[config.mk]
export PLATFORM = sky130hd
export DESIGN_NAME = rgs_front
export DESIGN_NICKNAME = d
export VERILOG_FILES = /design/src/rtl/rgs_pkg.sv /design/src/rtl/rgs_front.sv
export SDC_FILE = /design/constraint.sdc
export NUM_CORES = 1
export LEC_CHECK = 0
export ABC_AREA = 1
export CAP_MARGIN = 20
export CORE_AREA = 5 5 126 128
export CTS_CLUSTER_SIZE = 16
export DETAILED_ROUTE_END_ITERATION = 7
export DIE_AREA = 0 0 131 133
export DONT_BUFFER_PORTS = 1
export GPL_TIMING_DRIVEN = 0
export PLACE_DENSITY = 0.47
export SYNTH_ARGS = -nofsm -noshare
export SYNTH_HDL_FRONTEND = slang
export SYNTH_SLANG_ARGS = --single-unit
[constraint.sdc]
create_clock -name clk -period 7.1 [get_ports clk]
set_input_delay 0.355 -clock clk [delete_from_list [all_inputs] [get_ports clk]]
set_output_delay 0.355 -clock clk [all_outputs]
set_load 0.05 [all_outputs]
[src/rtl/rgs_pkg.sv]
package rgs_pkg;

  localparam int ID_W = 48;
  localparam int CID_W = 11;
  localparam int BASE_W = 8;
  localparam logic [BASE_W-1:0] BASE_RESET = 8'd4;

  typedef enum logic [2:0] {
    OC_ADVANCED   = 3'd0,
    OC_GAP_FILLED = 3'd1,
    OC_SEEN       = 3'd2,
    OC_TOO_FAR    = 3'd3,
    OC_BAD_CLIENT = 3'd4
  } outcome_t;

  typedef struct packed {
    logic [CID_W-1:0] client;
    logic [ID_W-1:0]  req_seq;
  } in_item_t;

  typedef struct packed {
    logic            accepted;
    outcome_t        outcome;
    logic [ID_W-1:0] low_mark_out;
  } out_item_t;

endpackage

[src/rtl/rgs_front.sv]
module rgs_front #(
  parameter int CLIENT_COUNT = 64,
  localparam int CIW = (CLIENT_COUNT > 1) ? $clog2(CLIENT_COUNT) : 1
) (
  input  logic                      clk,
  input  logic                      rst_n,
  input  logic                      in_push,
  output logic                      in_full,
  input  rgs_pkg::in_item_t         in_item,
  input  logic                      cfg_we,
  input  logic [rgs_pkg::BASE_W-1:0] cfg_data,
  output logic                      cmd_valid,
  input  logic                      cmd_ready,
  output logic                      cmd_bad,
  output logic [CIW-1:0]            cmd_idx,
  output logic [rgs_pkg::ID_W-1:0]  cmd_rid
);
  import rgs_pkg::*;

  logic [BASE_W-1:0] base_r;
  logic              q_bad_r [2];
  logic [CIW-1:0]    q_idx_r [2];
  logic [ID_W-1:0]   q_rid_r [2];
  logic              wp_r;
  logic              rp_r;
  logic [1:0]        cnt_r;

  logic             push;
  logic             pop;
  logic [CID_W-1:0] diff;
  logic             bad;

  // classify the client against the configured base
  always_comb begin
    diff = in_item.client - CID_W'(base_r);
    bad  = (in_item.client < CID_W'(base_r)) || (diff >= CID_W'(CLIENT_COUNT));
  end

  assign in_full   = (cnt_r == 2'd2);
  assign push      = in_push && !in_full;
  assign cmd_valid = (cnt_r != 2'd0);
  assign pop       = cmd_valid && cmd_ready;
  assign cmd_bad   = q_bad_r[rp_r];
  assign cmd_idx   = q_idx_r[rp_r];
  assign cmd_rid   = q_rid_r[rp_r];

  always_ff @(posedge clk) begin
    if (!rst_n) begin
      base_r <= BASE_RESET;
      wp_r   <= 1'b0;
      rp_r   <= 1'b0;
      cnt_r  <= 2'd0;
    end else begin
      if (cfg_we) begin
        base_r <= cfg_data;
      end
      if (push) begin
        wp_r <= ~wp_r;
      end
      if (pop) begin
        rp_r <= ~rp_r;
      end
      cnt_r <= cnt_r + {1'b0, push} - {1'b0, pop};
    end
  end

  always_ff @(posedge clk) begin
    if (push) begin
      q_bad_r[wp_r] <= bad;
      q_idx_r[wp_r] <= diff[CIW-1:0];
      q_rid_r[wp_r] <= in_item.req_seq;
    end
  end

endmodule

== Word-level counts from Yosys, hierarchy flattened ==
Memories as Yosys holds them, arrays and structs flattened. A register that Yosys moved wholly into a read port is not among the register bits.
Index checks and enable logic that the tools add are counted.

* Add/subtract/negate cells: 3
* Multipliers: 0
* Div/mod/pow operators: 0
* Magnitude comparators: 2
* Equality and inequality tests: 1
* Shift-type cells: 0
* Multiplexer cells: 8
* Bitwise operators: 2
* Reduce and logical (&&, ||, !) cells: 5

{| class="wikitable"
|+ Operators by type and width
! operator !! number
|-
| $ge 11x7->1 const B || 1
|-
| $lt 11x8->1 || 1
|-
| $sub 11x8->11 || 1
|-
| $mux 1 || 8
|-
| $add 2x1->2 || 1
|-
| $eq 2x2->1 const B || 1
|-
| $logic_and 1x1->1 || 2
|-
| $not 1->1 || 2
|-
| $reduce_bool 2->1 || 1
|-
| $sub 2x1->2 || 1
|-
| $logic_not 1->1 || 1
|-
| $logic_or 1x1->1 || 1
|}

* Register bits: 12
* Latch bits: 0
* Bits in writable memories: 110
* Memory bits (read-only): 0
* Input port bits: 72
* Output and inout bits: 57
* Word-level logic and storage cells: 28
* Memories: 3

{| class="wikitable"
|+ Memories
! name !! words !! width !! read ports !! clocked after Yosys merged registers in !! wr ports !! line !! source
|-
| q_rid_r || 2 || 48 || 1 || 1 || 1 || rgs_front.sv:23 || <nowiki>logic [ID_W-1:0] q_rid_r [2];</nowiki>
|-
| q_idx_r || 2 || 6 || 1 || 1 || 1 || rgs_front.sv:22 || <nowiki>logic [CIW-1:0] q_idx_r [2];</nowiki>
|-
| q_bad_r || 2 || 1 || 1 || 1 || 1 || rgs_front.sv:21 || <nowiki>logic q_bad_r [2];</nowiki>
|}

== Longest topological paths before layout ==
* Depth after elaboration: 5
* Depth in mapped cells: 13

== Least setup slack after synthesis ==
OpenSTA, ideal clock, no wires.

* Path type: flip-flop to flip-flop
* Start point: register cnt_r[1]
* End point: memory q_bad_r[0] (enable)
* Library setup time: 468 ps
* Arrival: 2774 ps
* Data required time: 6632 ps
* Path slack: 3858 ps
* Stages on the path, launching flop included: 4
* Period minus slack after synthesis: 3242 ps
* Cell sequence: dfxtp_1 -> inv_1 -> o21ai_2 -> nor2_1

* Longest elaborated chain between the ends: 5

{| class="wikitable"
|+ RTL lines
! what !! line !! source
|-
| from (decl) || rgs_front.sv:26 || <nowiki>logic [1:0] cnt_r;</nowiki>
|-
| from (signal assigned) || rgs_front.sv:63 || <nowiki>cnt_r <= cnt_r + {1'b0, push} - {1'b0, pop};</nowiki>
|-
| $eq 2x2->1 || rgs_front.sv:39 || <nowiki>assign in_full = (cnt_r == 2'd2);</nowiki>
|-
| $logic_not 1->1 || rgs_front.sv:40 || <nowiki>assign push = in_push && !in_full;</nowiki>
|-
| $logic_and 1x1->1 || rgs_front.sv:40 ||
|-
| $mux 1 || rgs_front.sv:68 || <nowiki>if (push) begin</nowiki>
|-
| $mux 1 (not written as such) || rgs_front.sv:69 || <nowiki>q_bad_r[wp_r] <= bad;</nowiki>
|-
| to (decl) || rgs_front.sv:21 ||
|}

Every way passes these cells.

==> impl_metrics.sql <==
INSERT INTO impl_metrics (metric_group, metric, value, unit) VALUES
('detailed_routing', 'routedWlPerCell', '17.5', 'um'),
('power', 'pwr_density_cell', '431', 'nW/um2'),
('power', 'power_frac_seq', '0.368', ''),
('timing', 'final_hold_viol_count', '0', ''),
('placed_design', 'dp_worst_setup_slack', '5.10', 'ns'),
('global_routing', 'grt_util_all_layers', '0.117', ''),
('clock_network', 'postCtsHoldBufs', '0', ''),
('synth', 'synth_seq_cells', '123', ''),
('clock_network', 'root_driver', 'clkbuf_16', ''),
('layout', 'syn2layout_area_growth', '18.5', '%'),
('detailed_routing', 'detail_route.drc_violations', '0', ''),
('timing', 'min_period_over_period', '0.296', ''),
('layout', 'nNetsFinal', '448', ''),
('layout', 'layout.cell_area.non_filler', '5970', 'um2'),
('global_routing', 'antenna_violations_before_repair', '0', ''),
('timing', 'setup_repair_after_global_routing_missed_its_margin', 'false', ''),
('synth', 'synth_edf_count', '110', ''),
('timing', 'setup_tns', '0', 'ns'),
('placed_design', 'place.port_buffers', '0', ''),
('detailed_routing', 'drt_first_pass_iters', '5', ''),
('detailed_routing', 'drt_first_iter_violations', '113', ''),
('synth', 'ys_top_cells_by_count', 'edfxtp_1 (110), mux2_2 (55), nand2_1 (39), inv_1 (35), a21oi_1 (15)', ''),
('detailed_routing', 'vias_per_std_cell', '4.67', ''),
('timing', 'worst-slew-pin-transition', '0.885', 'ns'),
('floorplan', 'die_x', '131', 'um'),
('synth', 'synth_top_cell_by_area', 'edfxtp_1', ''),
('timing', 'achievable-frequency', '475', 'MHz'),
('hold_path', 'min_path_type', 'in2reg', ''),
('clock_network', 'cts_inserted_buffers', '17', ''),
('timing', 'final-max-slew-violation-count', '0', ''),
('worst_setup_path', 'critical_path.endpoint_type', 'output pin', ''),
('placed_design', 'placedInstanceArea', '5380', 'um2'),
('global_routing', 'grt_pass1_vias', '2801', ''),
('timing', 'fin_worst_skew', '0.00645', 'ns'),
('synth', 'post-synth-top-area-fraction', '0.656', ''),
('hold_path', 'whs_path_depth', '0', ''),
('run', 'maxCapViolations', '0', ''),
('clock_network', 'clkLatencyLatePin', '0.41', 'ns'),
('synth', 'post_synthesis_cell_type_count', '26', ''),
('synth', 'synth_fp_nets', '425', ''),
('global_routing', 'grt_remaining_overflow', '0', ''),
('floorplan', 'fp.dieArea', '17400', 'um2'),
('timing', 'finalCriticalPeriod', '2.10', 'ns'),
('timing', 'worst_slack', '5.00', 'ns'),
('power', 'leakage_power', '2.18', 'nW'),
('clock_network', 'post_cts_resized', '0', ''),
('clock_network', 'tritoncts_num_sinks', '123', ''),
('layout', 'antenna_cells', '0', ''),
('synth', 'syn_area', '5040', 'um2'),
('synth', 'post-synth-top-count-cell', 'edfxtp_1', ''),
('clock_network', 'post_cts.repair.setup_buffers', '0', ''),
('worst_setup_path', 'rr_startpoint', 'cnt_r[0]', ''),
('synth', 'seq_area_frac_synth', '0.707', ''),
('timing', 'finalSetupViolCount', '0', ''),
('worst_setup_path', 'timing.critical_path.arrival', '1.75', 'ns'),
('synth', 'avg_inst_size_synth', '14.7', 'um2'),
('power', 'vdd_drop_max', '0.210', 'mV'),
('synth', 'ys_async_sr_fraction', '0', ''),
('outcome', 'status', 'finished clean', ''),
('clock_network', 'cts.path.max_buffers', '2', ''),
('layout', 'drive_gt1_frac', '0.271', ''),
('floorplan', 'floorplan.initialDensity', '0.342', ''),
('power', 'power_report.internal_total', '1.68', 'mW'),
('worst_setup_path', 'worst_setup_path_start_kind', 'register', ''),
('power', 'power.switching_fraction', '0.349', ''),
('placed_design', 'dpl.hpwl', '7140', 'um'),
('detailed_routing', 'dr_vias', '2635', ''),
('clock_network', 'tritoncts_clock_tree', 'yes', ''),
('floorplan', 'core_region_area', '14800', 'um2'),
('detailed_routing', 'route.antenna.remaining_nets', '0', ''),
('worst_setup_path', 'cp.required', '6.74', 'ns');
-- path summary, 6_finish.rpt --
kind / end / slack, ns
max reg2reg: cnt_r[1] / 5.16
min reg2reg: base_r[3] / 0.46
min: q_rid_r[1][44] / 0.04
max: cmd_rid[37] / 5.00
-- per-layer routing --
| metal | GRT usage | vias to the layer above | part of all wire |
|---|---|---|---|
| met5 | 0 | - | 0 |
| met4 | 0.0583 | 0 | 0.017 |
| met3 | 0.0589 | 14 | 0.12 |
| met2 | 0.187 | 99 | 0.49 |
| met1 | 0.126 | 1259 | 0.37 |
| li1 | - | 1263 | - |
-- power by group through the flow --
stage	clock (mW)	sequential (mW)	combinational (mW)
2_1_floorplan	0	0.961	0.653
3_3_place_gp	0	0.973	0.746
3_5_place_dp	0	0.961	0.777
4_1_cts	0.889	0.947	0.779
5_1_grt	0.925	0.954	0.808
6_report	0.865	0.945	0.762
-- sequential cells by signal, summed over array words and instances, names as in the netlist, named ones only --
name     cells
base_r       8
cnt_r        2
q_bad_r      2
q_idx_r     12
q_rid_r     96
rp_r         1
wp_r         1
-- worst max-delay path, cell delays in order, from the launching register on --
cell     delay (ns)
dfxtp_1        0.30
buf_2          0.28
buf_4          0.27
mux2_2         0.49
-- cells in the final DEF (no fill, tap or decap), types with 9 or more instances in the layout --
cell | synthesis | final
a21oi_1 | 15 | 15
clkbuf_16 | 0 | 17
dfxtp_1 | 13 | 13
edfxtp_1 | 110 | 110
ha_1 | 10 | 10
inv_1 | 35 | 35
mux2_2 | 55 | 55
nand2_1 | 39 | 39
nand3_1 | 12 | 12
nor2_1 | 14 | 12
o21ai_0 | 9 | 9
-- per-stage QoR --
stage	power, mW	hold WS [ns]	std cells
after global routing	2.69	0.0122	564
final	2.57	0.0392	564
after detailed placement	1.74	0.454	534
after global placement	1.72	0.449	530
after floorplan	1.61	0.431	342
after CTS	2.61	0.0158	564
-- logic make-up after synthesis --
family                     Yosys count  share of synthesized area
AOI/OAI and AO/OA                   27                     0.0281
xor gates and xnor gates             5                    0.00869
adders and majority gates           11                     0.0288
buffers and inverters               45                     0.0375
DFF                                123                      0.707
muxes                               55                      0.123
and+or+nand+nor                     76                     0.0668
-- layout make-up --
class	instances	area, um2
Fill cell	1390	8780
Sequential cell	123	3560
Multi-Input combinational cell	174	1300
Clock buffer	20	437
Tap cell	188	235
Clock inverter	10	150
Inverter	37	139
Timing Repair Buffer	4	95.1
Buffer	8	50.0
Note: power is estimated with default switching activity, not from simulation.
